[src/rtl/csd_pkg.sv]
package csd_pkg;

    localparam int CFG_W = 5;
    localparam int OP_W  = 2;
    localparam int PC_W  = 4;
    localparam int COEF_W = 64;

    localparam logic [OP_W-1:0] OP_CLEAR     = 2'd0;
    localparam logic [OP_W-1:0] OP_INCLUDE   = 2'd1;
    localparam logic [OP_W-1:0] OP_DECREMENT = 2'd2;

    localparam logic [CFG_W-1:0] CLIQUE_RESET = 5'd3;

    typedef logic [PC_W-1:0] t_pc;

    typedef enum logic [3:0] {
        DP_NONE,
        DP_LATCH,
        DP_READ_H,
        DP_MUL_LO,
        DP_MUL_HI,
        DP_COMBINE,
        DP_ADDX,
        DP_FSUB,
        DP_WRITE,
        DP_READ_OUT,
        DP_OUT,
        DP_CLEAR
    } t_dpop;

    typedef enum logic [2:0] {
        C_NEVER,
        C_ALWAYS,
        C_NOREQ,
        C_OPCLR,
        C_OPNOP,
        C_OPINC,
        C_NOTLAST,
        C_OUTBUSY
    } t_cond;

    typedef struct packed {
        t_dpop op;
        t_cond cond;
        t_pc   target;
    } t_uword;

    typedef struct packed {
        logic req_valid;
        logic op_clr;
        logic op_nop;
        logic op_inc;
        logic last;
        logic out_busy;
    } t_stat;

    localparam t_pc PC_WAIT = 4'd0;
    localparam t_pc PC_DISC = 4'd1;
    localparam t_pc PC_DISN = 4'd2;
    localparam t_pc PC_RD   = 4'd3;
    localparam t_pc PC_MLO  = 4'd4;
    localparam t_pc PC_MHI  = 4'd5;
    localparam t_pc PC_CMB  = 4'd6;
    localparam t_pc PC_ADDX = 4'd7;
    localparam t_pc PC_FSUB = 4'd8;
    localparam t_pc PC_WR   = 4'd9;
    localparam t_pc PC_ORD  = 4'd10;
    localparam t_pc PC_OUT  = 4'd11;
    localparam t_pc PC_END  = 4'd12;
    localparam t_pc PC_CLR  = 4'd13;

    function automatic t_uword ucode(t_pc pc);
        t_uword w;
        case (pc)
            PC_WAIT: w = '{op: DP_LATCH,    cond: C_NOREQ,   target: PC_WAIT};
            PC_DISC: w = '{op: DP_NONE,     cond: C_OPCLR,   target: PC_CLR};
            PC_DISN: w = '{op: DP_NONE,     cond: C_OPNOP,   target: PC_ORD};
            PC_RD:   w = '{op: DP_READ_H,   cond: C_NEVER,   target: PC_WAIT};
            PC_MLO:  w = '{op: DP_MUL_LO,   cond: C_NEVER,   target: PC_WAIT};
            PC_MHI:  w = '{op: DP_MUL_HI,   cond: C_NEVER,   target: PC_WAIT};
            PC_CMB:  w = '{op: DP_COMBINE,  cond: C_OPINC,   target: PC_WR};
            PC_ADDX: w = '{op: DP_ADDX,     cond: C_NEVER,   target: PC_WAIT};
            PC_FSUB: w = '{op: DP_FSUB,     cond: C_NEVER,   target: PC_WAIT};
            PC_WR:   w = '{op: DP_WRITE,    cond: C_NOTLAST, target: PC_RD};
            PC_ORD:  w = '{op: DP_READ_OUT, cond: C_NEVER,   target: PC_WAIT};
            PC_OUT:  w = '{op: DP_OUT,      cond: C_OUTBUSY, target: PC_OUT};
            PC_END:  w = '{op: DP_NONE,     cond: C_ALWAYS,  target: PC_WAIT};
            PC_CLR:  w = '{op: DP_CLEAR,    cond: C_ALWAYS,  target: PC_ORD};
            default: w = '{op: DP_NONE,     cond: C_ALWAYS,  target: PC_WAIT};
        endcase
        return w;
    endfunction

endpackage

[src/rtl/csd_req_if.sv]
interface csd_req_if #(
    parameter int COUNT_WIDTH = 16
);
    logic                   valid;
    logic                   ready;
    logic [1:0]             operation;
    logic [COUNT_WIDTH-1:0] count;

    modport source (output valid, operation, count, input ready);
    modport sink (input valid, operation, count, output ready);
endinterface

[src/rtl/csd_rsp_if.sv]
interface csd_rsp_if;
    logic        valid;
    logic        ready;
    logic [63:0] star_degree;
    logic        saturated;

    modport source (output valid, star_degree, saturated, input ready);
    modport sink (input valid, star_degree, saturated, output ready);
endinterface

[src/rtl/colorful_star_degree_update.sv]
// Keeps the truncated coefficients of a product of (1 + count*x) factors and returns the
// top one (degree k-1, k the clique size clamped to 2..MAX_STAR) with a sticky
// saturation flag for every request. A microcoded sequencer steps one coefficient at a
// time through a 32 x COUNT_WIDTH multiplier (two passes per 64-bit product) and one
// shared saturating adder, with the coefficients in a memory read one address per cycle.
// Each coefficient 1..k-1 is read, multiplied, combined (for a decrement also added and
// floor-subtracted) and written; clear and unused operations skip this. One request is
// in work at a time; the next is taken while the last result still waits for output.
module colorful_star_degree_update
    import csd_pkg::*;
#(
    parameter int MAX_STAR    = 16,
    parameter int COUNT_WIDTH = 16
) (
    input  logic             i_clk,
    input  logic             i_rst_n,
    csd_req_if.sink          i_req,
    csd_rsp_if.source        o_rsp,
    input  logic             i_cfg_valid,
    output logic             o_cfg_ready,
    input  logic [CFG_W-1:0] i_cfg_data
);

    t_dpop dp_op;
    t_stat stat;

    assign o_cfg_ready = 1'b1;

    csd_useq u_useq (
        .i_clk   (i_clk),
        .i_rst_n (i_rst_n),
        .i_stat  (stat),
        .o_op    (dp_op)
    );

    csd_datapath #(
        .MAX_STAR    (MAX_STAR),
        .COUNT_WIDTH (COUNT_WIDTH)
    ) u_dp (
        .i_clk         (i_clk),
        .i_rst_n       (i_rst_n),
        .i_op          (dp_op),
        .o_stat        (stat),
        .i_req_valid   (i_req.valid),
        .o_req_ready   (i_req.ready),
        .i_operation   (i_req.operation),
        .i_count       (i_req.count),
        .i_cfg_valid   (i_cfg_valid),
        .i_cfg_data    (i_cfg_data),
        .i_rsp_ready   (o_rsp.ready),
        .o_rsp_valid   (o_rsp.valid),
        .o_star_degree (o_rsp.star_degree),
        .o_saturated   (o_rsp.saturated)
    );

endmodule

[src/rtl/csd_useq.sv]
module csd_useq
    import csd_pkg::*;
(
    input  logic  i_clk,
    input  logic  i_rst_n,
    input  t_stat i_stat,
    output t_dpop o_op
);

    t_pc    r_pc;
    t_pc    n_pc;
    t_uword uw;
    logic   take;

    always_comb begin
        uw = ucode(r_pc);
        case (uw.cond)
            C_NEVER:   take = 1'b0;
            C_ALWAYS:  take = 1'b1;
            C_NOREQ:   take = !i_stat.req_valid;
            C_OPCLR:   take = i_stat.op_clr;
            C_OPNOP:   take = i_stat.op_nop;
            C_OPINC:   take = i_stat.op_inc;
            C_NOTLAST: take = !i_stat.last;
            C_OUTBUSY: take = i_stat.out_busy;
            default:   take = 1'b1;
        endcase
        n_pc = take ? uw.target : r_pc + t_pc'(1);
        o_op = uw.op;
    end

    always_ff @(posedge i_clk) begin
        if (!i_rst_n) begin
            r_pc <= PC_WAIT;
        end else begin
            r_pc <= n_pc;
        end
    end

endmodule

[src/rtl/csd_datapath.sv]
module csd_datapath
    import csd_pkg::*;
#(
    parameter int MAX_STAR    = 16,
    parameter int COUNT_WIDTH = 16
) (
    input  logic                   i_clk,
    input  logic                   i_rst_n,
    input  t_dpop                  i_op,
    output t_stat                  o_stat,
    input  logic                   i_req_valid,
    output logic                   o_req_ready,
    input  logic [OP_W-1:0]        i_operation,
    input  logic [COUNT_WIDTH-1:0] i_count,
    input  logic                   i_cfg_valid,
    input  logic [CFG_W-1:0]       i_cfg_data,
    input  logic                   i_rsp_ready,
    output logic                   o_rsp_valid,
    output logic [COEF_W-1:0]      o_star_degree,
    output logic                   o_saturated
);

    localparam int AW  = $clog2(MAX_STAR);
    localparam int PLW = 32 + COUNT_WIDTH;
    localparam int PW  = COEF_W + COUNT_WIDTH;

    logic [COEF_W-1:0]      mem [MAX_STAR];
    logic [MAX_STAR-1:0]    r_vld;
    logic [CFG_W-1:0]       r_clique_size;
    logic [OP_W-1:0]        r_op;
    logic [COUNT_WIDTH-1:0] r_count;
    logic [AW-1:0]          r_h;
    logic [COEF_W-1:0]      r_x;
    logic [COEF_W-1:0]      r_a;
    logic [PLW-1:0]         r_plo;
    logic [PLW-1:0]         r_phi;
    logic [COEF_W-1:0]      r_p;
    logic [COEF_W-1:0]      r_q;
    logic                   r_sat;
    logic [COEF_W-1:0]      r_rd_data;
    logic                   r_rd_vld;
    logic                   r_out_valid;
    logic [COEF_W-1:0]      r_out_deg;
    logic                   r_out_sat;

    logic [AW-1:0]     km1;
    logic [AW-1:0]     rd_addr;
    logic [31:0]       mul_in;
    logic [PLW-1:0]    mul_prod;
    logic [PW-1:0]     full;
    logic              mul_ovf;
    logic [COEF_W-1:0] sa_a;
    logic [COEF_W-1:0] sa_b;
    logic [COEF_W:0]   sa_sum;
    logic [COEF_W-1:0] sa_res;
    logic [COEF_W-1:0] base;
    logic              sub_neg;
    logic              accept;
    logic              out_busy;
    logic              op_inc;

    always_comb begin
        if (r_clique_size < CFG_W'(2)) begin
            km1 = AW'(1);
        end else if (32'(r_clique_size) > MAX_STAR) begin
            km1 = AW'(MAX_STAR - 1);
        end else begin
            km1 = AW'(r_clique_size) - AW'(1);
        end
    end

    assign op_inc   = (r_op == OP_INCLUDE);
    assign accept   = (i_op == DP_LATCH) && i_req_valid;
    assign out_busy = r_out_valid && !i_rsp_ready;
    assign rd_addr  = (i_op == DP_READ_OUT) ? km1 : r_h;
    assign base     = op_inc ? r_a : r_q;

    assign mul_in   = (i_op == DP_MUL_HI) ? r_x[COEF_W-1:32] : r_x[31:0];
    assign mul_prod = PLW'(mul_in) * PLW'(r_count);

    assign full    = (PW'(r_phi) << 32) + PW'(r_plo);
    assign mul_ovf = |full[PW-1:COEF_W];
    assign sub_neg = r_q > r_a;

    always_comb begin
        if (i_op == DP_ADDX) begin
            sa_a = r_p;
            sa_b = r_x;
        end else begin
            sa_a = base;
            sa_b = r_p;
        end
        sa_sum = {1'b0, sa_a} + {1'b0, sa_b};
        sa_res = sa_sum[COEF_W] ? '1 : sa_sum[COEF_W-1:0];
    end

    always_comb begin
        o_stat.req_valid = i_req_valid;
        o_stat.op_clr    = (r_op == OP_CLEAR);
        o_stat.op_inc    = op_inc;
        o_stat.op_nop    = !((r_op == OP_CLEAR) || op_inc || (r_op == OP_DECREMENT));
        o_stat.last      = (r_h == km1);
        o_stat.out_busy  = out_busy;
    end

    assign o_req_ready   = (i_op == DP_LATCH);
    assign o_rsp_valid   = r_out_valid;
    assign o_star_degree = r_out_deg;
    assign o_saturated   = r_out_sat;

    always_ff @(posedge i_clk) begin
        if (i_op == DP_WRITE) begin
            mem[r_h] <= sa_res;
        end
        if (i_op == DP_READ_H || i_op == DP_READ_OUT) begin
            r_rd_data <= mem[rd_addr];
        end
    end

    always_ff @(posedge i_clk) begin
        if (!i_rst_n) begin
            r_vld         <= '0;
            r_clique_size <= CLIQUE_RESET;
            r_op          <= OP_CLEAR;
            r_h           <= AW'(1);
            r_sat         <= 1'b0;
            r_out_valid   <= 1'b0;
            r_rd_vld      <= 1'b0;
        end else begin
            if (i_cfg_valid) begin
                r_clique_size <= i_cfg_data;
            end
            if (i_op == DP_READ_H || i_op == DP_READ_OUT) begin
                r_rd_vld <= r_vld[rd_addr];
            end
            case (i_op)
                DP_LATCH: begin
                    if (accept) begin
                        r_op <= i_operation;
                        r_h  <= AW'(1);
                    end
                end
                DP_COMBINE: begin
                    if (mul_ovf) begin
                        r_sat <= 1'b1;
                    end
                end
                DP_ADDX: begin
                    if (sa_sum[COEF_W]) begin
                        r_sat <= 1'b1;
                    end
                end
                DP_FSUB: begin
                    if (sub_neg) begin
                        r_sat <= 1'b1;
                    end
                end
                DP_WRITE: begin
                    r_vld[r_h] <= 1'b1;
                    r_h        <= r_h + AW'(1);
                    if (sa_sum[COEF_W]) begin
                        r_sat <= 1'b1;
                    end
                end
                DP_CLEAR: begin
                    r_vld <= '0;
                    r_sat <= 1'b0;
                end
                default: begin
                end
            endcase
            if (i_op == DP_OUT && !out_busy) begin
                r_out_valid <= 1'b1;
            end else if (i_rsp_ready) begin
                r_out_valid <= 1'b0;
            end
        end
    end

    always_ff @(posedge i_clk) begin
        case (i_op)
            DP_LATCH: begin
                if (accept) begin
                    r_count <= i_count;
                    r_x     <= COEF_W'(1);
                end
            end
            DP_MUL_LO: begin
                r_a   <= r_rd_vld ? r_rd_data : '0;
                r_plo <= mul_prod;
            end
            DP_MUL_HI: begin
                r_phi <= mul_prod;
            end
            DP_COMBINE: begin
                r_p <= mul_ovf ? '1 : full[COEF_W-1:0];
            end
            DP_ADDX: begin
                r_q <= sa_res;
            end
            DP_FSUB: begin
                r_q <= sub_neg ? '0 : r_a - r_q;
            end
            DP_WRITE: begin
                r_x <= base;
            end
            DP_OUT: begin
                if (!out_busy) begin
                    r_out_deg <= r_rd_vld ? r_rd_data : '0;
                    r_out_sat <= r_sat;
                end
            end
            default: begin
            end
        endcase
    end

endmodule

[src/flat_wrapper.sv]
// flat-port wrapper written by rule: the top's interface ports become plain ports
module colorful_star_degree_update_flat import csd_pkg::*;
#(
    parameter int MAX_STAR    = 16,
    parameter int COUNT_WIDTH = 16
)
  (i_clk, i_rst_n, i_cfg_valid, o_cfg_ready, i_cfg_data, i_req_valid, i_req_operation, i_req_count, i_req_ready, o_rsp_valid, o_rsp_star_degree, o_rsp_saturated, o_rsp_ready);
  csd_req_if #(.COUNT_WIDTH(COUNT_WIDTH)) i_req_i ();
  csd_rsp_if o_rsp_i ();
  input  logic i_clk;
  input  logic i_rst_n;
  input  logic i_cfg_valid;
  output logic o_cfg_ready;
  input  logic [CFG_W-1:0] i_cfg_data;
  input wire logic [$bits(i_req_i.valid)-1:0] i_req_valid;
  input wire logic [$bits(i_req_i.operation)-1:0] i_req_operation;
  input wire logic [$bits(i_req_i.count)-1:0] i_req_count;
  output wire logic [$bits(i_req_i.ready)-1:0] i_req_ready;
  output wire logic [$bits(o_rsp_i.valid)-1:0] o_rsp_valid;
  output wire logic [$bits(o_rsp_i.star_degree)-1:0] o_rsp_star_degree;
  output wire logic [$bits(o_rsp_i.saturated)-1:0] o_rsp_saturated;
  input wire logic [$bits(o_rsp_i.ready)-1:0] o_rsp_ready;
  assign i_req_i.valid = i_req_valid;
  assign i_req_i.operation = i_req_operation;
  assign i_req_i.count = i_req_count;
  assign i_req_ready = i_req_i.ready;
  assign o_rsp_valid = o_rsp_i.valid;
  assign o_rsp_star_degree = o_rsp_i.star_degree;
  assign o_rsp_saturated = o_rsp_i.saturated;
  assign o_rsp_i.ready = o_rsp_ready;
  colorful_star_degree_update #(.MAX_STAR(MAX_STAR), .COUNT_WIDTH(COUNT_WIDTH)) u_core (.i_clk(i_clk), .i_rst_n(i_rst_n), .i_req(i_req_i), .o_rsp(o_rsp_i), .i_cfg_valid(i_cfg_valid), .o_cfg_ready(o_cfg_ready), .i_cfg_data(i_cfg_data));
endmodule
[config.mk]
export PLATFORM = sky130hd
export DESIGN_NAME = colorful_star_degree_update_flat
export DESIGN_NICKNAME = d
export VERILOG_FILES = /design/src/rtl/csd_pkg.sv /design/src/rtl/csd_req_if.sv /design/src/rtl/csd_rsp_if.sv /design/src/rtl/colorful_star_degree_update.sv /design/src/rtl/csd_useq.sv /design/src/rtl/csd_datapath.sv /design/src/flat_wrapper.sv
export SDC_FILE = /design/constraint.sdc
export NUM_CORES = 2
export LEC_CHECK = 0
export CORE_MARGIN = 1
export CORE_UTILIZATION = 58
export CTS_BUF_LIST = sky130_fd_sc_hd__clkbuf_16
export DETAILED_ROUTE_END_ITERATION = 8
export DONT_BUFFER_PORTS = 1
export PLACE_DENSITY = 0.76
export SYNTH_ARGS = -nofsm -noshare
export SYNTH_HDL_FRONTEND = slang
export SYNTH_SLANG_ARGS = --single-unit
[constraint.sdc]
create_clock -name i_clk -period 8.5 [get_ports i_clk]
set_input_delay 0.85 -clock i_clk [delete_from_list [all_inputs] [get_ports i_clk]]
set_output_delay 0.85 -clock i_clk [all_outputs]
set_load 0.005 [all_outputs]
### Word level (Yosys, flattened, before mapping)

Memories as Yosys holds them, arrays and structs flattened. A register that Yosys moved wholly into a read port is not among the register bits.
Cells that the tools add are included.

* memories: 2
* logic and storage cells: 115
* flip-flop bits (word level): 467
* bits in latches: 0
* output and inout bits: 68
* RAM bits: 1024
* ROM bits: 176
* bits of input ports: 28

* divide/modulo/power cells: 0
* multiplexer cells: 31
* $add $sub $neg: 6
* shifts and indexed selects: 0
* reductions and logical operators: 25
* multipliers: 1
* bitwise logic cells: 2
* magnitude comparators: 6
* equality and inequality tests: 25

Memory list
* u_core.u_dp.mem: depth 16, width 64, rd ports 1, clocked after memory_dff 1, write ports 1, line csd_datapath.sv:27 `logic [COEF_W-1:0] mem [MAX_STAR];`
* (no name shown): depth 16, width 11, rd ports 1, clocked after memory_dff 1, write ports 0, line csd_pkg.sv:74 `case (pc)`

Operators with widths (count)
* 64-bit two-way mux: 7
* 64-bit case mux with 2 select lines: 2
* 80-bit by 48-bit adder with 80-bit output: 1
* 64-bit by 64-bit adder with 65-bit output: 1
* 64-bit > comparator: 1
* 64-bit subtractor: 1
* 32-bit by 16-bit multiplier with 48-bit output: 1
* 32-bit two-way mux: 1
* 16-bit case mux with 2 select lines: 1
* 4-bit two-way mux: 6
* 4-bit by 3-bit equality test with 1-bit output (second input constant): 4
* 4-bit equality test (second input constant): 4
* 16-bit bitwise OR: 1
* 16-bit OR reduction: 1
* 3-bit equality test (second input constant): 4
* 4-bit by 5-bit less-than comparator with 1-bit output (second input constant): 2
* 1-bit two-way mux: 9
* 4-bit by 1-bit adder with 4-bit output (second input constant): 2
* 4-bit by 2-bit equality test with 1-bit output (second input constant): 2
* 1-bit case mux with 8 select lines: 1
* 4-bit case mux with 2 select lines: 1
* 2-bit nonzero test: 4
* 3-bit by 2-bit equality test with 1-bit output (second input constant): 2
* 2-bit AND reduction: 3
* other kinds (23): 34

### Depth between registers and ports, before layout

* depth after elaboration: 8
* mapped depth: 30

### By module

Synthesis repeated with hierarchy kept, for this count alone.

* cell total of the unflattened synthesis: 7490
* area, all modules: 86849.5 µm²

By module, submodules not included
* csd_datapath: area an instance 86018.7 µm², instances 1, cells an instance 7402, sequential area each 46274.4 µm²
* csd_useq: area an instance 819.5 µm², instances 1, cells an instance 86, sequential area each 300.3 µm²
* colorful_star_degree_update: area an instance 11.3 µm², instances 1, cells an instance 2, sequential area each 0.0 µm²

### Least setup slack after synthesis

No wires, ideal clock.

* kind: reg2reg
* start: register u_core.u_useq.uw[10] (netlist name)
* end: register u_core.u_dp.r_phi[45] (data pin)
* required time: 8237 ps
* stages on the path, launching flop included: 26
* path slack: -613 ps
* clock period less this slack: 9113 ps
* library setup time: 263 ps
* data arrival time: 8850 ps
* cell sequence: dfxtp_1 > nand2b_1 > nor3_1 > clkbuf_1 > mux2_2 > clkbuf_1 > nand2_1 > fa_1 > fa_1 > fa_1 > inv_1 > fa_1 > fa_1 > inv_1 > fa_1 > inv_1 > ha_1 > and3_1 > a21boi_1 > a211oi_2 > a41oi_1 > nor2_2 > a31oi_2 > a221o_1 > a211o_1 > a211o_1

* longest elaborated chain between the ends: 3

Ends and longest elaborated chain
* 4-bit by 3-bit equality test with 1-bit output: line csd_datapath.sv:78 `assign mul_in = (i_op == DP_MUL_HI) ? r_x[COEF_W-1:32] : r_x[31:0];`
* 32-bit two-way mux: line csd_datapath.sv:78
* 32-bit by 16-bit multiplier with 48-bit output: line csd_datapath.sv:79 `assign mul_prod = PLW'(mul_in) * PLW'(r_count);`
* via u_core.u_dp.mul_prod[45]: line csd_datapath.sv:49 `logic [PLW-1:0] mul_prod;`
* end signal: assignment: line csd_datapath.sv:193 `r_phi <= mul_prod;`
* end: declaration: line csd_datapath.sv:36 `logic [PLW-1:0] r_phi;`

The timed path passes the listed nets, and every way through them passes these cells.
A chain may end at the register's enable or synchronous reset.

### Worst setup path in the final report

* start: register u_core.u_useq.uw[10] (netlist name)
* end: register u_core.u_dp.r_phi[45] (data pin)

* longest elaborated chain between the ends: 3

Ends and longest elaborated chain (line)
* 4-bit by 3-bit equality test with 1-bit output: csd_datapath.sv:78
* 32-bit two-way mux: csd_datapath.sv:78
* 32-bit by 16-bit multiplier with 48-bit output: csd_datapath.sv:79
* via u_core.u_dp.mul_prod[45]: csd_datapath.sv:49

The timed path passes the listed nets, and every way through them passes these cells.

==> impl_summary.md <==
GRT
The first-pass GRT wire length is 330,900 um. The via count of the first global-routing pass is between 50,000 and 60,000. The number of antenna violations at the first check in global routing is 10. The maximum number of pins on one net before global-route repair is around 140. For this run the aggregate overflow at the end of global routing stands at 0. For this run, the total global-route usage over all layers was measured as 0.3029.

Timing
Of the available clock period, the critical path in the final layout requires 0.9669. The final number of setup-violating endpoints is 0. The routed design could run at a clock period as short as ~8.2 ns. At the pin with the least slew margin, the transition time is roughly 1.3 ns. The maximum clock rate is around 120 MHz. Between clock sinks in the finished design, the worst skew comes to 0.05318 ns. The final-report hold violation count came to 0. The final worst slack is approximately 0.28 ns. Hold is met by roughly 0.11 ns. Summed over all failing endpoints, the final setup total negative slack is 0 ns. The number of pins exceeding their max-slew limit in the final report is 0.

The worst pin sits at a relative slew slack of 0.1463.

Synth
The post-synth net total is between 7,000 and 8,000. For this run, the register share of the synthesized area comes to 0.5451. The synthesized design contains between 1,500 and 2,000 enable-type register cells. Synthesis produced roughly 6,300 cells.

For this run, the leading register cell type out of synthesis is edfxtp_1. The Yosys step of the flow raised 0 warnings. The async set or reset register ratio after synthesis is 0. In this run, synthesis produced a sequential element count of between 1,500 and 2,000. The average instance in the mapped netlist occupies about 13 sq um. The cell area after synthesis is 0.08545 sq mm. After synthesis, the netlist uses 106 different library cells.

Routing
The detailed-route vias per instance is around 6.4. The final route contains 52,950 vias. After the first detailed-routing iteration, the DRC count stood at around 5,600. The average detailed-routed wire length per instance is 26.86 um. The pre-antenna-repair detailed-routing pass consisted of 6 iterations. After detailed routing, the total wire length is approximately 220,000 um. The residual DRC count is 0. The number of routed nets with antenna violations is 0.

Setup path
In this design, the stage delay of the slowest critical-path cell is about 0.54 ns. STA puts the critical path data arrival time at roughly 8.8 ns. The cell at the slowest stage of the critical path is fa_1. Of all nets on the critical path, the largest fanout is 39.

The start-to-end type of the worst setup path is reg -> reg. STA classifies the critical path endpoint as a register. The type of origin of the critical path is a register. The critical path required time is 9.03 ns. In this design, the critical path's most frequently occurring cell is fa_1.

Floorplan
The die height is between 300 and 400 um. For this configuration, the core starts out at a cell density of 0.5856. The standard cell core area is 0.1459 sq mm.

96 I/O pins were placed. The number of placement rows is 140. The die width is roughly 390 um.

The die covers around 0.15 sq mm.

Final layout
Of the cells placed in the final design, the portion with a size suffix greater than 1 is 0.1211. In the layout the commonest cells are edfxtp_1 (1,521), inv_1 (593), nand2_1 (551). The library cell used most frequently in the layout, excluding fill and tap cells, is edfxtp_1. The layout has ~11,000 filler cells.

The net count of the finished layout is between 7,000 and 8,000. The final core utilization is 0.6358. The area growth from synthesis to layout is 8.578%.

Clock network
For this design, the sink count on the clock tree is between 1,500 and 2,000. The clock buffer count from CTS is roughly 160. After clock tree synthesis, the clock-pin slew on the worst setup and hold paths is roughly 0.06 ns. In this run, post-CTS hold repair placed 0 buffers. The maximum count of clock buffers along a single path is 3.

At the later pin of the worst-skew pair, clock insertion delay measures 0.82 ns. In this run the number of H-tree levels came out at 4. TritonCTS built the clock tree. The root buffer selected by CTS is clkbuf_16.

Place
The count of buffers from port buffering is 0. Detailed placement finished with a half-perimeter wire length of ~150,000 um. The weighted congestion at the end of routability-driven global placement is ~1.0. OpenSTA, run right after detailed placement, puts the worst setup slack at between 0.08 and 0.09 ns.

Hold path
The worst hold path belongs to the class in -> reg.

Outcome
The run finished with clean final reports.

Flow run
The max-capacitance violation count is 0.
==> synth_stat cells (14+ instances only) <==
master,count,share of area
inv_1,566,0.025
nand2_1,553,0.024
buf_2,64,0.0037
o211ai_1,19,0.0017
mux4_2,260,0.069
nand4_1,37,0.0027
a21o_1,96,0.0084
dfxtp_1,45,0.011
nand2b_1,71,0.0052
nand3_1,47,0.0028
xnor2_1,125,0.013
a21oi_1,376,0.022
o21bai_1,34,0.0030
xor2_1,76,0.0078
mux2_2,99,0.013
nor2_1,362,0.016
a22o_1,24,0.0025
a211oi_1,80,0.0070
o21a_1,23,0.0020
and2_1,301,0.022
edfxtp_1,1521,0.53
o2bb2ai_1,31,0.0032
fa_1,421,0.099
a31oi_1,24,0.0018
clkbuf_1,221,0.0097
buf_1,14,0.00062
o21ai_0,107,0.0063
and3_1,26,0.0019
nor3_1,45,0.0026
mux2i_1,78,0.0091
nor2b_1,97,0.0071
ha_1,275,0.040
==> worst paths after layout <==
check / from / endpoint / slack [ns] / depth (start not counted)
worst max-delay path: u_core.u_useq.uw[10] / u_core.u_dp.r_phi[45] / 0.28 / 26
worst min register to register: u_core.u_dp.r_vld[13] / u_core.u_dp.r_vld[13] / 0.47 / 2
worst max register to register: u_core.u_useq.uw[10] / u_core.u_dp.r_phi[45] / 0.28 / 26
worst min-delay path: i_rst_n / u_core.u_dp.r_h[0] / 0.11 / 1
==> critical path: cells and delay by family (launching register included) <==
family / cells / cell delay, ns
compound gates: 9 / 2.21
fa+ha+maj: 7 / 3.41
buf+inv: 5 / 0.46
flops: 1 / 0.39
mux: 1 / 0.53
simple gates: 4 / 0.91
==> final cells by class <==
type | instances | area, sq um | share of cell area
timing repair buffer | 98 | 839.6 | 0.009049
clock buffer | 156 | 3904 | 0.04208
antenna | 4 | 10.01 | 0.0001079
sequential | 1566 | 46580 | 0.5020
clock inverter | 124 | 1201 | 0.01295
inverter | 568 | 2132 | 0.02298
multi-input combinational | 3903 | 35710 | 0.3849
tap | 1917 | 2399 | 0.02585
==> timing repair <==
action                                  in CTS  in global routing
setup buffers                                0                  2
endpoints found under the setup margin       0                 16
resized for setup                            0                  5
==> stage by stage <==
step	cells	instance area, sq um
6_report	8336	92780
5_1_grt	8332	92770
4_1_cts	8330	92730
3_5_place_dp	8050	87630
3_3_place_gp	8050	87630
2_1_floorplan	6342	85450
==> registers in the layout, summed over array words and instances, names as in the netlist <==
register	count
u_core.u_dp.r_clique_size	5
u_core.u_dp.r_phi	48
u_core.u_dp.o_star_degree	64
u_core.u_useq.r_pc	4
u_core.u_dp.r_q	64
u_core.u_dp.r_plo	48
u_core.u_dp.r_p	64
u_core.u_useq.uw	11
u_core.u_dp.r_sat	1
u_core.u_dp.r_h	4
u_core.u_dp.mem	1024
u_core.u_dp.r_rd_data	64
u_core.u_dp.o_saturated	1
u_core.u_dp.r_x	64
u_core.u_dp.r_a	64
u_core.u_dp.r_op	2
u_core.u_dp.r_vld	16
u_core.u_dp.r_rd_vld	1
u_core.u_dp.r_count	16
u_core.u_dp.o_rsp_valid	1
==> per-layer routing <==
layer / up-vias / track usage / part of all wire
met5: - / 0.006498 / 0.00059
met4: 2 / 0.08315 / 0.028
met3: 424 / 0.06375 / 0.10
met2: 2823 / 0.4698 / 0.46
met1: 27000 / 0.4359 / 0.40
li1: 22700 / - / -
==> kinds of logic (layout without fill, tap and decap cells) <==
family	count (synthesis)	count (layout)	synth area share
muxes	437	437	0.09071
other	1	5	0.00004389
and+or+nand+nor	1605	1605	0.09082
adders and majority gates	696	696	0.1389
DFF	1566	1566	0.5451
xor gates and xnor gates	201	201	0.02060
buffers and inverters	873	946	0.03977
AOI/OAI and AO/OA	963	963	0.07408
Power is left out: the tool's default activity adds up to more than one toggle a clock period on the data nets, which glitch-free logic cannot reach.
